==> src/txbpsq_pkg.sv <==
// Shared constants, codes and payload types of the send queue core.
package txbpsq_pkg;

    localparam int SLOTS      = 5;
    localparam int MAX_LENGTH = 1024;

    localparam int ACT_W  = 2;
    localparam int SLOT_W = 3;
    localparam int LEN_W  = 11;
    localparam int POS_W  = $clog2(SLOTS);
    localparam int CNT_W  = $clog2(SLOTS + 1);

    localparam logic [ACT_W-1:0] ACT_CLAIM    = 2'd0;
    localparam logic [ACT_W-1:0] ACT_SUBMIT   = 2'd1;
    localparam logic [ACT_W-1:0] ACT_POLL     = 2'd2;
    localparam logic [ACT_W-1:0] ACT_COMPLETE = 2'd3;

    typedef struct packed {
        logic [ACT_W-1:0]  action;
        logic [SLOT_W-1:0] slot;
        logic [LEN_W-1:0]  length;
    } t_req;

    typedef struct packed {
        logic              free_found;
        logic [SLOT_W-1:0] free_slot;
        logic              queued;
        logic              start_send;
        logic [SLOT_W-1:0] send_slot;
        logic [LEN_W-1:0]  send_length;
        logic              queue_empty;
    } t_rsp;

    // Controller to datapath commands.
    typedef struct packed {
        logic capture;
        logic execute;
    } t_cmd;

endpackage

==> src/txbpsq_if.sv <==
// Valid/ready channel interfaces for requests and responses.
interface txbpsq_req_if;
    import txbpsq_pkg::*;
    logic valid;
    logic ready;
    t_req data;
    modport source (output valid, output data, input ready);
    modport sink   (input valid, input data, output ready);
endinterface

interface txbpsq_rsp_if;
    import txbpsq_pkg::*;
    logic valid;
    logic ready;
    t_rsp data;
    modport source (output valid, output data, input ready);
    modport sink   (input valid, input data, output ready);
endinterface

==> src/txbpsq_ctrl.sv <==
// Controller: request intake, execute sequencing and response valid.
module txbpsq_ctrl (
    input  logic              i_clk,
    input  logic              i_rst_n,
    input  logic              i_req_valid,
    output logic              o_req_ready,
    output logic              o_rsp_valid,
    input  logic              i_rsp_ready,
    output txbpsq_pkg::t_cmd  o_cmd
);
    import txbpsq_pkg::*;

    localparam logic S_IDLE = 1'b0;
    localparam logic S_EXEC = 1'b1;

    logic r_state, n_state;
    logic r_rsp_valid, n_rsp_valid;
    logic out_free;

    // refuse requests while reset is held
    assign o_req_ready = i_rst_n && (r_state == S_IDLE);
    assign o_rsp_valid = r_rsp_valid;
    assign out_free    = !r_rsp_valid || i_rsp_ready;

    always_comb begin
        n_state       = r_state;
        n_rsp_valid   = r_rsp_valid && !i_rsp_ready;
        o_cmd.capture = 1'b0;
        o_cmd.execute = 1'b0;
        case (r_state)
            S_IDLE: begin
                if (i_req_valid) begin
                    o_cmd.capture = 1'b1;
                    n_state       = S_EXEC;
                end
            end
            S_EXEC: begin
                // hold the request until the output register can take the response
                if (out_free) begin
                    o_cmd.execute = 1'b1;
                    n_rsp_valid   = 1'b1;
                    n_state       = S_IDLE;
                end
            end
            default: n_state = S_IDLE;
        endcase
    end

    always_ff @(posedge i_clk) begin
        if (!i_rst_n) begin
            r_state     <= S_IDLE;
            r_rsp_valid <= 1'b0;
        end else begin
            r_state     <= n_state;
            r_rsp_valid <= n_rsp_valid;
        end
    end

endmodule

==> src/txbpsq_dp.sv <==
// Datapath: slot ring, length store, transmitter flags and response register.
module txbpsq_dp (
    input  logic              i_clk,
    input  logic              i_rst_n,
    input  txbpsq_pkg::t_cmd  i_cmd,
    input  txbpsq_pkg::t_req  i_req,
    output txbpsq_pkg::t_rsp  o_rsp
);
    import txbpsq_pkg::*;

    t_req r_req;
    t_rsp r_rsp, n_rsp;

    logic [SLOT_W-1:0] r_entries [SLOTS];
    logic [LEN_W-1:0]  r_lengths [SLOTS];

    logic [POS_W-1:0] r_head, n_head;
    logic [POS_W-1:0] r_tail, n_tail;
    logic [CNT_W-1:0] r_count, n_count;
    logic             r_tx_idle, n_tx_idle;
    logic             r_from_q, n_from_q;

    logic [SLOTS-1:0] pos_busy;
    logic [SLOTS-1:0] slot_queued;
    logic [POS_W-1:0] offset;
    logic [LEN_W-1:0] sat_len;
    logic             sub_ok;
    logic [SLOT_W-1:0] head_slot;
    logic [LEN_W-1:0]  head_len;

    function automatic logic [POS_W-1:0] wrap_inc(input logic [POS_W-1:0] p);
        return (p == POS_W'(SLOTS - 1)) ? '0 : p + 1'b1;
    endfunction

    // Ring occupancy per position, then membership per slot number.
    always_comb begin
        pos_busy    = '0;
        slot_queued = '0;
        offset      = '0;
        for (int p = 0; p < SLOTS; p++) begin
            if (POS_W'(p) >= r_tail) begin
                offset = POS_W'(p) - r_tail;
            end else begin
                offset = POS_W'(p + SLOTS) - r_tail;
            end
            pos_busy[p] = (CNT_W'(offset) < r_count);
        end
        for (int s = 0; s < SLOTS; s++) begin
            for (int p = 0; p < SLOTS; p++) begin
                if (pos_busy[p] && (r_entries[p] == SLOT_W'(s))) begin
                    slot_queued[s] = 1'b1;
                end
            end
        end
    end

    assign sat_len   = (r_req.length > LEN_W'(MAX_LENGTH)) ? LEN_W'(MAX_LENGTH) : r_req.length;
    assign sub_ok    = (r_count < CNT_W'(SLOTS)) && (r_req.slot < SLOT_W'(SLOTS));
    assign head_slot = r_entries[r_tail];
    assign head_len  = r_lengths[head_slot];

    always_comb begin
        n_rsp     = '0;
        n_head    = r_head;
        n_tail    = r_tail;
        n_count   = r_count;
        n_tx_idle = r_tx_idle;
        n_from_q  = r_from_q;
        case (r_req.action)
            ACT_CLAIM: begin
                // scan down so the lowest free slot wins
                for (int s = SLOTS - 1; s >= 0; s--) begin
                    if (!slot_queued[s]) begin
                        n_rsp.free_found = 1'b1;
                        n_rsp.free_slot  = SLOT_W'(s);
                    end
                end
            end
            ACT_SUBMIT: begin
                if (sub_ok) begin
                    n_head       = wrap_inc(r_head);
                    n_count      = r_count + 1'b1;
                    n_rsp.queued = 1'b1;
                    // queue was empty and transmitter idle: new slot is the head, forward it directly
                    if ((r_count == '0) && r_tx_idle) begin
                        n_rsp.start_send  = 1'b1;
                        n_rsp.send_slot   = r_req.slot;
                        n_rsp.send_length = sat_len;
                        n_tx_idle         = 1'b0;
                        n_from_q          = 1'b1;
                    end
                end
            end
            ACT_POLL: begin
                if (r_tx_idle && (r_count != '0)) begin
                    n_rsp.start_send  = 1'b1;
                    n_rsp.send_slot   = head_slot;
                    n_rsp.send_length = head_len;
                    n_tx_idle         = 1'b0;
                    n_from_q          = 1'b1;
                end
            end
            ACT_COMPLETE: begin
                if (r_from_q && (r_count != '0)) begin
                    n_tail  = wrap_inc(r_tail);
                    n_count = r_count - 1'b1;
                end
                n_from_q  = 1'b0;
                n_tx_idle = 1'b1;
            end
            default: n_rsp = '0;
        endcase
        n_rsp.queue_empty = (n_count == '0);
    end

    always_ff @(posedge i_clk) begin
        if (i_cmd.capture) begin
            r_req <= i_req;
        end
        if (i_cmd.execute) begin
            r_rsp <= n_rsp;
            if ((r_req.action == ACT_SUBMIT) && sub_ok) begin
                r_entries[r_head]      <= r_req.slot;
                r_lengths[r_req.slot]  <= sat_len;
            end
        end
    end

    always_ff @(posedge i_clk) begin
        if (!i_rst_n) begin
            r_head    <= '0;
            r_tail    <= '0;
            r_count   <= '0;
            r_tx_idle <= 1'b1;
            r_from_q  <= 1'b0;
        end else if (i_cmd.execute) begin
            r_head    <= n_head;
            r_tail    <= n_tail;
            r_count   <= n_count;
            r_tx_idle <= n_tx_idle;
            r_from_q  <= n_from_q;
        end
    end

    assign o_rsp = r_rsp;

endmodule

==> src/tx_buffer_pool_send_queue_core.sv <==
// Transmit buffer pool and send queue: top level.
//
// Requests arrive on i_req (action, slot, length); one response per request
// leaves on o_rsp. Both channels are valid/ready; a request moves at a clock
// edge where valid and ready are both high.
// Actions: claim the lowest unqueued slot, submit a slot with a length,
// poll to start the head slot, and report transmit complete.
// The controller registers the request, then executes it against the
// five-entry ring and its membership compare once the output register
// is free; a new request is not taken until the executing one is done.
// The response sits in an output register, so the next request is taken
// while the previous response still waits. If the receiver stalls, the
// executing request is held until the output register frees up, and
// i_req.ready stays low meanwhile.
// Reset (i_rst_n low, synchronous) empties the queue, marks the transmitter
// idle and drops any pending response. Slot and length stores are not
// cleared; the queue discipline never reads an unwritten entry.
module tx_buffer_pool_send_queue_core (
    input  logic          i_clk,
    input  logic          i_rst_n,
    txbpsq_req_if.sink    i_req,
    txbpsq_rsp_if.source  o_rsp
);
    import txbpsq_pkg::*;

    t_cmd cmd;

    txbpsq_ctrl u_ctrl (
        .i_clk       (i_clk),
        .i_rst_n     (i_rst_n),
        .i_req_valid (i_req.valid),
        .o_req_ready (i_req.ready),
        .o_rsp_valid (o_rsp.valid),
        .i_rsp_ready (o_rsp.ready),
        .o_cmd       (cmd)
    );

    txbpsq_dp u_dp (
        .i_clk   (i_clk),
        .i_rst_n (i_rst_n),
        .i_cmd   (cmd),
        .i_req   (i_req.data),
        .o_rsp   (o_rsp.data)
    );

endmodule

==> src/flat_wrapper.sv <==
// flat-port wrapper written by rule: the top's interface ports become plain ports
module tx_buffer_pool_send_queue_core_flat import txbpsq_pkg::*;
  (i_clk, i_rst_n, i_req_valid, i_req_data, i_req_ready, o_rsp_valid, o_rsp_data, o_rsp_ready);
  txbpsq_req_if i_req_i ();
  txbpsq_rsp_if o_rsp_i ();
  input  logic i_clk;
  input  logic i_rst_n;
  input wire logic [$bits(i_req_i.valid)-1:0] i_req_valid;
  input wire logic [$bits(i_req_i.data)-1:0] i_req_data;
  output wire logic [$bits(i_req_i.ready)-1:0] i_req_ready;
  output wire logic [$bits(o_rsp_i.valid)-1:0] o_rsp_valid;
  output wire logic [$bits(o_rsp_i.data)-1:0] o_rsp_data;
  input wire logic [$bits(o_rsp_i.ready)-1:0] o_rsp_ready;
  assign i_req_i.valid = i_req_valid;
  assign i_req_i.data = i_req_data;
  assign i_req_ready = i_req_i.ready;
  assign o_rsp_valid = o_rsp_i.valid;
  assign o_rsp_data = o_rsp_i.data;
  assign o_rsp_i.ready = o_rsp_ready;
  tx_buffer_pool_send_queue_core u_core (.i_clk(i_clk), .i_rst_n(i_rst_n), .i_req(i_req_i), .o_rsp(o_rsp_i));
endmodule
==> config.mk <==
export PLATFORM = sky130hd
export DESIGN_NAME = tx_buffer_pool_send_queue_core_flat
export DESIGN_NICKNAME = d
export VERILOG_FILES = /design/src/txbpsq_pkg.sv /design/src/txbpsq_if.sv /design/src/txbpsq_ctrl.sv /design/src/txbpsq_dp.sv /design/src/tx_buffer_pool_send_queue_core.sv /design/src/flat_wrapper.sv
export SDC_FILE = /design/constraint.sdc
export NUM_CORES = 1
export LEC_CHECK = 0
export BUFFER_PORTS_ARGS = -buffer_cell sky130_fd_sc_hd__buf_2
export CAP_MARGIN = 10
export CORE_MARGIN = 3
export CORE_UTILIZATION = 60
export DETAILED_ROUTE_END_ITERATION = 8
export GPL_ROUTABILITY_DRIVEN = 0
export PLACE_DENSITY = 0.79
export SYNTH_ARGS = -nofsm -noshare
export SYNTH_HDL_FRONTEND = slang
export SYNTH_SLANG_ARGS = --single-unit
==> constraint.sdc <==
create_clock -name i_clk -period 9.7 [get_ports i_clk]
set_input_delay 0.97 -clock i_clk [delete_from_list [all_inputs] [get_ports i_clk]]
set_output_delay 0.97 -clock i_clk [all_outputs]
set_load 0.03 [all_outputs]
=== Word-level counts from Yosys, hierarchy flattened ===
Memories as Yosys holds them, arrays and structs flattened. A register that Yosys moved wholly into a read port is not among the register bits.
Cells that the tools add are included.

* Equality and inequality tests: 28
* Reductions and logical operators: 51
* Bitwise operators: 1
* Magnitude comparators: 13
* Muxes and demuxes: 66
* $add $sub $neg: 12

{| class="wikitable"
|+ Operator list
! cell !! count
|-
| 2-to-1 mux 1 bit || 41
|-
| 2-to-1 mux 3 bit || 11
|-
| logical AND 1 bit || 32
|-
| == test 3 x 2 -> 1 bit (second input constant) || 10
|-
| 2-to-1 mux 15 bit || 2
|-
| one-hot mux 15 bit (2 select lines) || 1
|-
| == test 3 bit (second input constant) || 7
|-
| zero test 3 bit || 7
|-
| 2-to-1 mux 4 bit || 5
|-
| 2-to-1 mux 16 bit || 1
|-
| == test 3 x 1 -> 1 bit (second input constant) || 5
|-
| less-than comparator 3 bit || 5
|-
| subtractor 3 bit (first input constant) || 4
|-
| greater-than comparator 11 bit (second input constant) || 1
|-
| 2-to-1 mux 11 bit || 1
|-
| AND reduction 5 bit || 2
|-
| adder 3 x 1 -> 3 bit (second input constant) || 3
|-
| AND reduction 3 bit || 3
|-
| greater-or-equal comparator 1 x 3 -> 1 bit (first input constant) || 2
|-
| greater-or-equal comparator 2 x 3 -> 1 bit (first input constant) || 2
|-
| less-than comparator 3 bit (second input constant) || 2
|-
| != test 2 bit (second input constant) || 3
|-
| one-hot mux 1 bit (3 select lines) || 2
|-
| one-hot mux 3 bit (2 select lines) || 1
|-
| other kinds (13) || 18
|}

* Input bits: 20
* Flip-flop bits (word level): 50
* Memories: 2
* Bits in writable memories: 70
* Output and inout bits: 23
* Word-level logic and storage cells: 192

{| class="wikitable"
|+ Memory list
! name !! depth !! bits a word !! rd ports !! clocked after memory_dff !! wr ports !! line !! source
|-
| u_core.u_dp.r_lengths || 5 || 11 || 1 || 0 || 1 || txbpsq_dp.sv:15 || <nowiki>logic [LEN_W-1:0] r_lengths [SLOTS];</nowiki>
|-
| u_core.u_dp.r_entries || 5 || 3 || 6 || 1 || 1 || txbpsq_dp.sv:14 || <nowiki>logic [SLOT_W-1:0] r_entries [SLOTS];</nowiki>
|}

=== Logic depth before layout (Yosys ltp) ===
Gate-level depths: netlist of run 1.

* Word-level depth: 14
* Gate-level depth with buffers: 16
* Mapped depth without buffers: 14

=== Cells and area by module ===
A second synthesis of run 1 with hierarchy kept.

* Cells, all modules: 462
* Area total of the unflattened synthesis: 6292.3 sq um

{| class="wikitable"
|+ By module, submodules not included
! module !! cells each !! instances !! area each (sq um) !! seq. area each (sq um)
|-
| txbpsq_dp || 452 || 1 || 6189.7 || 3763.6
|-
| txbpsq_ctrl || 10 || 1 || 102.6 || 40.0
|}

=== Least setup slack after synthesis of run 1 ===
Ideal clock, no wire load.

* Path kind: input-to-reg
* Start: in o_rsp_ready
* End: mem u_core.u_dp.r_lengths[1][0], enable pin
* Setup time: 412 ps
* Arrival: 3238 ps
* Buffers on the path: 1
* Setup slack: 6050 ps
* Data required time: 9288 ps
* Stages: 6
* Cells stage by stage: nand2b_1 -> nand2_1 -> clkinv_1 -> nand2_1 -> clkbuf_1 -> nor4b_1

{| class="wikitable"
|+ RTL lines
! element !! line !! source
|-
| from (decl) || flat_wrapper.sv:13 || <nowiki>input wire logic [$bits(o_rsp_i.ready)-1:0] o_rsp_ready;</nowiki>
|-
| to (decl) || txbpsq_dp.sv:15 ||
|}

=== Worst setup path in the final report of run 1 ===
* Start: reg u_core.u_dp.r_tail[2]
* End: reg u_core.u_dp.r_rsp, in the netlist u_core.u_dp.o_rsp[19], data pin

* Longest elaborated chain between the ends: 10
* Elaborated cells between the ends (all ways): 75
* Classes of those cells: 8 x add/sub; 10 x order compare; 31 x mux; 26 x reduce/logical

{| class="wikitable"
|+ RTL lines
! element !! line !! source
|-
| from (decl) || txbpsq_dp.sv:18 || <nowiki>logic [POS_W-1:0] r_tail, n_tail;</nowiki>
|-
| from (signal assigned) || txbpsq_dp.sv:138 || <nowiki>r_tail <= n_tail;</nowiki>
|-
| subtractor 3 bit (tied with other cells) || txbpsq_dp.sv:44 || <nowiki>offset = POS_W'(p + SLOTS) - r_tail;</nowiki>
|-
| 2-to-1 mux 3 bit || txbpsq_dp.sv:41 || <nowiki>if (POS_W'(p) >= r_tail) begin</nowiki>
|-
| less-than comparator 3 bit || txbpsq_dp.sv:46 || <nowiki>pos_busy[p] = (CNT_W'(offset) < r_count);</nowiki>
|-
| logical AND 1 bit || txbpsq_dp.sv:50 || <nowiki>if (pos_busy[p] && (r_entries[p] == SLOT_W'(s))) begin</nowiki>
|-
| 2-to-1 mux 1 bit (5 in a row) || txbpsq_dp.sv:50 ||
|-
| AND reduction 5 bit (no source line) or 2-to-1 mux 4 bit (tied branches) || n/a ||
|-
| to (signal assigned) || txbpsq_dp.sv:121 || <nowiki>r_rsp <= n_rsp;</nowiki>
|-
| to (decl) || txbpsq_dp.sv:12 || <nowiki>t_rsp r_rsp, n_rsp;</nowiki>
|}

Several ways; a longest one is shown, not always the timed one.
A chain may end at the register's enable or synchronous reset.

==> results of run 1 <==
==> per-layer routing <==
layer / part of all wire (%) / routed length [µm] / track usage (%) / vias to the layer above
met3: 9.8 / 1420 / 7.05 / 34
met2: 46 / 6640 / 39.6 / 244
met4: 2.4 / 342 / 10.6 / 0
met5: 0 / 0 / 0 / -
li1: - / - / - / 1964
met1: 42 / 6040 / 37.5 / 2078
==> registers in the layout, summed over array words and instances, names as in the netlist, named ones only <==
| register | flops |
|---|---|
| u_core.u_ctrl.r_state | 1 |
| u_core.u_dp.r_entries | 24 |
| u_core.u_dp.r_req | 16 |
| u_core.u_dp.r_tx_idle | 1 |
| u_core.u_dp.o_rsp | 21 |
| u_core.u_dp.r_lengths | 55 |
| u_core.u_dp.r_tail | 3 |
| u_core.u_ctrl.o_rsp_valid | 1 |
| u_core.u_dp.r_count | 3 |
| u_core.u_dp.r_head | 3 |
| u_core.u_dp.r_from_q | 1 |
==> worst max path at each step <==
| stage | endpoint | slack [ns] | cells past startpoint |
|---|---|---|---|
| after floorplan | u_core.u_dp.r_lengths[1][0] | 6.05 | 6 |
| after global placement | u_core.u_dp.r_lengths[2][10] | 6.19 | 6 |
| after detailed placement | u_core.u_dp.o_rsp[19] | 6.10 | 12 |
| after CTS | u_core.u_dp.o_rsp[19] | 6.08 | 12 |
| after global routing | u_core.u_dp.o_rsp[18] | 5.76 | 12 |
| final | u_core.u_dp.o_rsp[19] | 6.03 | 12 |
==> kinds of logic (layout without fill, tap and decap cells) <==
| kind of cell | after synthesis | in the layout | share of synthesized area, % |
|---|---|---|---|
| xor gates and xnor gates | 3 | 3 | 0.414 |
| AOI/OAI and AO/OA | 100 | 100 | 11.5 |
| DFF | 132 | 132 | 59.9 |
| buffers and inverters | 38 | 102 | 2.58 |
| and+or+nand+nor | 153 | 153 | 13.0 |
| muxes | 25 | 25 | 7.33 |
| adders and majority gates | 27 | 27 | 5.32 |
==> per-stage QoR <==
step / utilization, % / area [µm²] / instances
after floorplan: - / 6350 / 478
after global placement: 66.6 / 6690 / 640
after detailed placement: 66.9 / 6720 / 643
after CTS: 72.8 / 7310 / 675
after global routing: 72.9 / 7320 / 675
final: 72.9 / 7320 / 675
==> cell type report <==
class / count / area [µm²]
fill: 621 / 2720
tap: 133 / 166
inverter: 22 / 82.6
sequential: 132 / 3800
multi-input combinational: 308 / 2420
timing repair buffer: 48 / 259
clock inverter: 13 / 171
clock buffer: 19 / 422
==> power groups by stage <==
stage          Combinational [µW]  Clock [µW]  Sequential, µW
3_3_place_gp                 87.2           0             660
6_report                     91.8         645             649
5_1_grt                       101         671             651
2_1_floorplan                52.2           0             666
4_1_cts                      91.2         647             649
3_5_place_dp                 90.4           0             660
==> worst max-delay path: stages (launching register included) <==
cell and delay (ns):
dfxtp_1 0.63, inv_1 0.24, ha_1 0.34, a21oi_1 0.26, mux2_2 0.38, ha_1 0.26
o21ai_0 0.10, a32o_1 0.26, nand3b_1 0.09, o21ai_0 0.09, a2111oi_2 0.41, inv_2 0.11
and4b_1 0.22
==> cell usage in the layout (no fill, tap or decap), types with 13 or more instances in the layout <==
cell type / n
edfxtp_1: 116
buf_2: 42
nor2_1: 34
nand2_1: 29
ha_1: 27
a21oi_1: 24
o21ai_0: 23
a22o_1: 21
nor2b_1: 19
inv_1: 18
mux4_2: 16
dfxtp_1: 16
clkbuf_16: 16
nor3_1: 13
==> metrics.csv, run 1 <==
metric,value,unit
drive_gt1_share,21.2,%
layout_min_cycle_time,3.67,ns
drtIter0Drc,531,
combPwrFrac,6.6,%
ios,43,
syn_avg_cell_area,13.3,µm²
syn_nets,525,
synthTopCellsByCount,"116 x edfxtp_1, 34 x nor2_1, 29 x nand2_1",
start_util,63.2,%
die_h,109,µm
antenna_cells,0,
core_region_area,0.0100,mm²
relSlewSlack,39.6,%
grt_pass1_vias,4242,
num_rows,36,
ff2ff_setup_slack,6.03,ns
post_drt_wl_per_cell,21.4,µm
nNetsFinal,576,
dieWidth,109,µm
finalHoldViolCount,0,
cts_resized,0,
worstSetupStartpoint,u_core.u_dp.r_tail[2],
p_leak,0.00257,µW
vias,4320,
tns,0,ns
rsz0062_at_grt,false,
cts.clk_slew.worst_paths,0.07,ns
place_ws,6.10,ns
worstPathArrival,3.94,ns
yosysMostFrequentCell,edfxtp_1,
post_cts_buffers,0,
async_flop_share,0,%
min-delay-start,u_core.u_dp.r_from_q,
htreeDepth,4,
synth_area,0.00635,mm²
critPathLaunchType,flip-flop,
syn_to_final_growth,15.3,%
setup_ws,6.03,ns
ir_drop,190,µV
required,9.98,ns
fin_crit_sh,37.8,%
grt_usage,26.6,%
criticalPathCategory,flip-flop to flip-flop,
drc_errors,0,
cts-root-buf,clkbuf_8,
hp-class,flip-flop to flip-flop,
portBuffers,42,
synth_flop_cell,edfxtp_1,
synth_area_leaders,"edfxtp_1 55%, mux4_2 5.7%, ha_1 5.3%",
numCtsBuffers,17,
maxSlewViolCount,0,
swShare,23.4,%
min_to,u_core.u_dp.r_from_q,
ys_types,59,
holdBufCountCts,0,
endpoint_kind,flip-flop,
drv_cap,0,
clockBufferDepth,2,
skew,0.0100,ns
yosys_warnings,0,
ant_nets,0,
synth-seq-cells,132,
grt_pass1_wl,23.1,mm
holdPathStages,2,
synth_edf_count,116,
switchingPower,324,µW
power.density,189,mW/mm²
netlist.area_leader.share,54.9,%
reg2reg_from,u_core.u_dp.r_tail[2],
gr-total-overflow,0,
fin_total_pwr,1390,µW
die_area,0.0119,mm²
status,"complete, no violations",
totalWireLength,14.4,mm
ys_seq_area_share,59.9,%
tightest_slew,0.902,ns
tritoncts,done,
netlist_instances,478,
fmax,273,MHz
p_int,1060,µW
whs,0.486,ns
rr_endpoint,u_core.u_dp.o_rsp[19],
grt_max_degree,28,
dr.pass1.iters,7,
clockPowerShare,46.5,%
seq_power_share,46.8,%
hpwl,10.0,mm
clk_latency,0.53,ns
setup_viol,0,
via_per_inst,6.40,
critical_path.max_fanout,17,
antenna_found_initial,0,
ff2ff_path_depth,12,
cts.sinks,132,
yosysTopAreaCell,edfxtp_1,
Note: power is estimated with default switching activity, not from simulation.
==> run 2, diff against run 1 <==
==> constraint.sdc (replaced) <==
create_clock -name i_clk -period 3.8 [get_ports i_clk]
set_input_delay 0.38 -clock i_clk [delete_from_list [all_inputs] [get_ports i_clk]]
set_output_delay 0.38 -clock i_clk [all_outputs]
set_load 0.03 [all_outputs]
==> metrics.csv, run 2 (same netlist as run 1, synthesis figures left out) <==
metric,value,unit,change
fin_crit_sh,92.0,%,+54 points
multiInputGateArea,0.00242,mm²,+0.36%
slowest_delay,0.50,ns,-0.13 ns
skew,0.00855,ns,-0.00149 ns
die_area,0.0119,mm²,unchanged
switchingPower,860,µW,+170%
setup_ws,0.304,ns,-5.73 ns
htreeDepth,4,,unchanged
reg2reg_from,u_core.u_dp.r_tail[1],,
drv_cap,0,,unchanged
ff2ff_setup_slack,0.30,ns,-5.73 ns
core_region_area,0.0100,mm²,unchanged
clockPowerShare,44.3,%,-2.2 points
via_per_inst,6.19,,-3.3%
min_to,u_core.u_dp.r_req[8],,
drive_gt1_share,22.4,%,+1.2 points
relSlewSlack,45.4,%,+5.7 points
dieWidth,109,µm,unchanged
gr-total-overflow,0,,unchanged
nNetsFinal,587,,+1.9%
syn_to_final_growth,16.1,%,
ant_nets,0,,unchanged
portBuffers,42,,unchanged
slowest_stage,dfxtp_1,,
grt_pass1_wl,20.7,mm,-10%
dr.pass1.iters,5,,-2
maxSlewViolCount,0,,unchanged
clk_latency,0.53,ns,about the same
ir_drop,586,µV,+210%
regMostFlops,u_core.u_dp.r_lengths,,
min-delay-start,i_req_data[8],,
worstPathCellList,"inv_1, ha_1, a21oi_1, mux2_2, ha_1, o21ai_0, a32o_1, nand3b_1, o21ai_0, a2111oi_2, inv_2, and4b_1",,
ios,43,,unchanged
numCtsBuffers,17,,unchanged
required,4.08,ns,-5.90 ns
tritoncts,done,,
tightest_slew,0.816,ns,-0.0853 ns
p_int,2530,µW,+140%
ff2ff_path_depth,12,,unchanged
cts_resized,0,,unchanged
rsz0062_at_grt,false,,
cts-root-buf,clkbuf_8,,
swShare,25.3,%,+1.9 points
fmax,286,MHz,+4.9%
tns,0,ns,unchanged
mostFrequentLayoutCell,edfxtp_1,,
antenna_cells,0,,unchanged
worstPathArrival,3.78,ns,-0.16 ns
cp_top_family,compound AO/OA/AOI/OAI gates,,
grt_pass1_vias,4080,,-3.8%
vias,4247,,-1.7%
clockBufferDepth,2,,unchanged
critical_path.max_fanout,9,,-8
rr_endpoint,u_core.u_dp.o_rsp[19],,
hp-class,input pin to flip-flop,,
critPathBufInv,2,,unchanged
p_leak,0.00260,µW,+1.5%
nFillCells,632,,+1.8%
drtIter0Drc,313,,-41%
start_util,63.2,%,unchanged
criticalPathCategory,flip-flop to flip-flop,,
endpoint_kind,flip-flop,,
final_cell_mix,"116 x edfxtp_1, 42 x buf_2, 34 x nor2_1",,
setup_viol,0,,unchanged
post_cts_buffers,0,,unchanged
power.density,460,mW/mm²,+140%
place_ws,0.359,ns,-5.74 ns
grt_usage,23.8,%,-2.7 points
seq_power_share,48.4,%,+1.6 points
largest_reg_flops,55,,unchanged
post_drt_wl_per_cell,19.3,µm,-9.6%
grt_max_degree,29,,+3.6%
combPwrFrac,7.3,%,+0.7 points
finalHoldViolCount,0,,unchanged
totalWireLength,13.3,mm,-8.1%
die_h,109,µm,unchanged
whs,0.0252,ns,-0.461 ns
drc_errors,0,,unchanged
ff_latch_area,0.00380,mm²,unchanged
cts.sinks,132,,unchanged
num_rows,36,,unchanged
cts.clk_slew.worst_paths,0.06,ns,about the same
status,"complete, no violations",,
layout_min_cycle_time,3.50,ns,-0.171 ns
antenna_found_initial,0,,unchanged
hpwl,9.20,mm,-8.4%
holdPathStages,1,,-1
critPathLaunchType,flip-flop,,
-- run 2: routing by layer --
layer  up-vias  global-route usage, %  routed length, µm
li1       1976                      -                  -
met1      2045                   32.5               5680
met2       203                   36.8               6220
met4         0                   8.21                223
met5         -                      0                  0
met3        23                   7.16               1150
-- run 2: how the worst max path moves through the flow --
stage	startpoint	endpoint	slack (ns)	cells after the start
floorplan	u_core.u_dp.r_req[12]	u_core.u_dp.r_lengths[1][0]	0.62	7
finish	u_core.u_dp.r_tail[1]	u_core.u_dp.o_rsp[19]	0.30	12
detailed placement	u_core.u_dp.r_tail[1]	u_core.u_dp.o_rsp[19]	0.36	12
global placement	u_core.u_dp.r_tail[1]	u_core.u_dp.o_rsp[19]	0.51	12
CTS	u_core.u_dp.r_tail[1]	u_core.u_dp.o_rsp[19]	0.35	12
global route	u_core.u_dp.r_tail[1]	u_core.u_dp.o_rsp[20]	0.08	13
-- run 2: repair_timing --
item | in CTS | in global routing
hold buffers | 0 | 4
setup endpoints to repair | 0 | 0
hold endpoints to repair | 0 | 4
-- run 2: power by group through the flow --
stage / sequential, µW / combinational [µW] / clock, µW
after floorplan: 1700 / 133 / 0
after global placement: 1670 / 236 / 0
after detailed placement: 1670 / 242 / 0
after CTS: 1640 / 244 / 1520
after global routing: 1650 / 272 / 1590
final: 1640 / 248 / 1500
-- run 2: cell type report --
cell class                 count  area share (%)
multi-input combinational    308            32.9
timing repair buffer          59            4.72
clock inverter                15            1.83
clock buffer                  17            5.62
tap                          133            2.26
sequential                   132            51.6
inverter                      22            1.12
-- run 2: through the flow --
step / std cells / total power, µW / instance area [µm²] / util [%]
after global placement: 650 / 1910 / 6790 / 67.6
final: 686 / 3390 / 7370 / 73.4
after CTS: 682 / 3410 / 7330 / 73.0
after detailed placement: 650 / 1910 / 6790 / 67.6
after global routing: 686 / 3500 / 7370 / 73.4
after floorplan: 478 / 1830 / 6350 / -
==> run 3, diff against run 2 <==
--- a/config.mk
+++ b/config.mk
@@ -5,10 +5,12 @@
 export SDC_FILE = /design/constraint.sdc
 export NUM_CORES = 1
 export LEC_CHECK = 0
+export ABC_AREA = 1
 export BUFFER_PORTS_ARGS = -buffer_cell sky130_fd_sc_hd__buf_2
-export CAP_MARGIN = 10
+export CAP_MARGIN = 20
 export CORE_MARGIN = 3
 export CORE_UTILIZATION = 60
+export CTS_CLUSTER_SIZE = 20
 export DETAILED_ROUTE_END_ITERATION = 8
 export GPL_ROUTABILITY_DRIVEN = 0
 export PLACE_DENSITY = 0.79
==> metrics.csv, run 3 <==
metric,value,unit,change
post_cts_buffers,0,,unchanged
drtIter0Drc,643,,+110%
grt.met1_usage,35.4,%,+2.9 points
criticalPathCategory,flip-flop to flip-flop,,
via_per_inst,5.87,,-5.2%
syn_nets,689,,+31%
yosys_warnings,0,,unchanged
fin_area,0.00732,mm²,-0.73%
core_region_area,0.0104,mm²,+3.2%
cp_common_cell,nand2_1,,
holdPathStages,1,,unchanged
layout_min_cycle_time,3.08,ns,-0.419 ns
numCtsBuffers,17,,unchanged
hpwl,9.34,mm,+1.6%
fmax,325,MHz,+14%
ff2ff_setup_slack,0.72,ns,+0.42 ns
tns,0,ns,unchanged
maxSlewViolCount,0,,unchanged
drv_cap,0,,unchanged
netlist_instances,642,,+34%
endpoint_kind,flip-flop,,
grt_pass1_wl,23.1,mm,+12%
grt-busiest-layer,met2,,
relSlewSlack,54.1,%,+8.7 points
nFillCells,731,,+16%
ys_seq_area_share,59.1,%,-0.76 points
finalHoldViolCount,0,,unchanged
reg2reg_from,u_core.u_dp.r_tail[2],,
async_flop_share,0,%,unchanged
num_rows,37,,+2.8%
grt_use_met2,40.0,%,+3.2 points
vias,4951,,+17%
ir_drop,358,µV,-39%
min_to,u_core.u_dp.r_req[9],,
holdBufCountCts,0,,unchanged
dpl-instance-area,0.00676,mm²,-0.44%
synth_edf_count,116,,unchanged
critical_path.max_fanout,12,,+3
required,4.06,ns,-0.02 ns
grt_pass1_vias,4607,,+13%
setup_viol,0,,unchanged
multiInputGateArea,0.00223,mm²,-7.8%
htreeDepth,4,,unchanged
netlist.area_leader.share,54.2,%,-0.69 points
slowest_stage,dfxtp_1,,
synth_area,0.00643,mm²,+1.3%
synth-seq-cells,132,,unchanged
syn_avg_cell_area,10.0,µm²,-25%
grt_use_met3,5.34,%,-1.8 points
hp-class,input pin to flip-flop,,
p_leak,0.00292,µW,+12%
ant_nets,0,,unchanged
syn_to_final_growth,13.8,%,
synth_area_leaders,"edfxtp_1 54%, nand2_1 6.8%, nand3_1 6.6%",,
nNetsFinal,742,,+26%
die_h,110,µm,+0.60%
slowest_delay,0.56,ns,+0.06 ns
power.density,470,mW/mm²,+2.1%
post_drt_wl_per_cell,17.2,µm,-11%
drive_gt1_share,14.5,%,-7.9 points
cts-root-buf,clkbuf_8,,
totalWireLength,14.5,mm,+9.5%
yosysTopAreaCell,edfxtp_1,,
synthTopCellsByCount,"117 x nand2_1, 116 x edfxtp_1, 85 x nand3_1",,
tightest_slew,0.688,ns,-0.129 ns
clk_latency,0.52,ns,about the same
skew,0.0119,ns,+0.00338 ns
critPathLaunchType,flip-flop,,
final_cell_mix,"117 x nand2_1, 116 x edfxtp_1, 85 x nand3_1",,
yosysMostFrequentCell,nand2_1,,
dr.pass1.iters,5,,unchanged
ys_types,41,,-31%
rr_endpoint,u_core.u_dp.o_rsp[20],,
antenna_cells,0,,unchanged
worstPathArrival,3.34,ns,-0.44 ns
regMostFlops,u_core.u_dp.r_lengths,,
grt_max_degree,24,,-17%
cts.sinks,132,,unchanged
synth_flop_cell,edfxtp_1,,
grt_usage,25.6,%,+1.8 points
status,"complete, no violations",,
ff2ff_path_depth,13,,+1
fin_crit_sh,81.0,%,-11 points
clockBufferDepth,2,,unchanged
tritoncts,done,,
dieWidth,110,µm,+0.60%
drc_errors,0,,unchanged
gr-total-overflow,0,,unchanged
ff_latch_area,0.00380,mm²,unchanged
antenna_found_initial,0,,unchanged
largest_reg_flops,55,,unchanged
cts_resized,0,,unchanged
min-delay-start,i_req_data[9],,
ios,43,,unchanged
cts.clk_slew.worst_paths,0.06,ns,about the same
rsz0062_at_grt,false,,
mostFrequentLayoutCell,nand2_1,,
portBuffers,42,,unchanged
die_area,0.0120,mm²,+1.2%
worstPathCellList,"inv_1, ha_1, a21oi_2, nand2_1, nor2_1, a21oi_1, ha_1, a21oi_1, nand3_1, nand2_1, nand2_1, o21ai_1, nand2_1",,
start_util,62.0,%,-1.2 points
run 3: layer usage:
layer / routed length (µm) / up-vias
met2: 6880 / 277
met3: 1270 / 32
met5: 0 / -
met1: 6070 / 2293
li1: - / 2349
met4: 299 / 0
run 3: final cells by class:
type                    instances  share of cell area, %
multi-input cells             420                   30.5
inverters                      73                   3.78
clock buffers                  17                   5.66
clock inverters                15                   1.97
flip-flops and latches        132                   52.0
repair buffers                 51                   3.79
well taps                     136                   2.32
run 3: how the worst max path moves through the flow:
stage	startpoint	endpoint
3_3_place_gp	u_core.u_dp.r_tail[2]	u_core.u_dp.o_rsp[20]
5_1_grt	u_core.u_dp.r_tail[2]	u_core.u_dp.o_rsp[20]
2_1_floorplan	u_core.u_dp.r_req[12]	u_core.u_dp.r_lengths[0][0]
4_1_cts	u_core.u_dp.r_tail[2]	u_core.u_dp.o_rsp[20]
6_report	u_core.u_dp.r_tail[2]	u_core.u_dp.o_rsp[20]
3_5_place_dp	u_core.u_dp.r_tail[2]	u_core.u_dp.o_rsp[20]
run 3: kinds of logic after synthesis:
| kind of cell | Yosys count | share of synthesized area (%) |
|---|---|---|
| compound gates | 106 | 9.73 |
| simple gates | 285 | 19.3 |
| xor+xnor | 2 | 0.272 |
| buf+inv | 90 | 6.30 |
| flops | 132 | 59.1 |
| fa+ha+maj | 27 | 5.25 |
run 3: stage by stage:
stage	power [µW]	setup WS [ns]	cells	util (%)	hold slack (ns)
2_1_floorplan	1850	1.11	642	-	0.445
3_3_place_gp	1920	0.965	811	65.1	0.456
3_5_place_dp	1930	0.785	811	65.1	0.466
4_1_cts	3450	0.768	843	70.5	0.0239
5_1_grt	3550	0.388	844	70.6	0.0176
6_report	3440	0.723	844	70.6	0.0377
run 3: report_power, final:
group / internal, µW / switching [µW] / total (µW)
clock: 884 / 648 / 1530
combinational: 71.5 / 189 / 260
sequential: 1620 / 25.0 / 1650
run 3: critical path, delay by kind of cell, from the launching register on:
| kind | cells | cell delay [ns] |
|---|---|---|
| compound gates | 4 | 0.72 |
| simple gates | 6 | 0.73 |
| flops | 1 | 0.56 |
| fa+ha+maj | 2 | 0.58 |
| buf+inv | 1 | 0.23 |
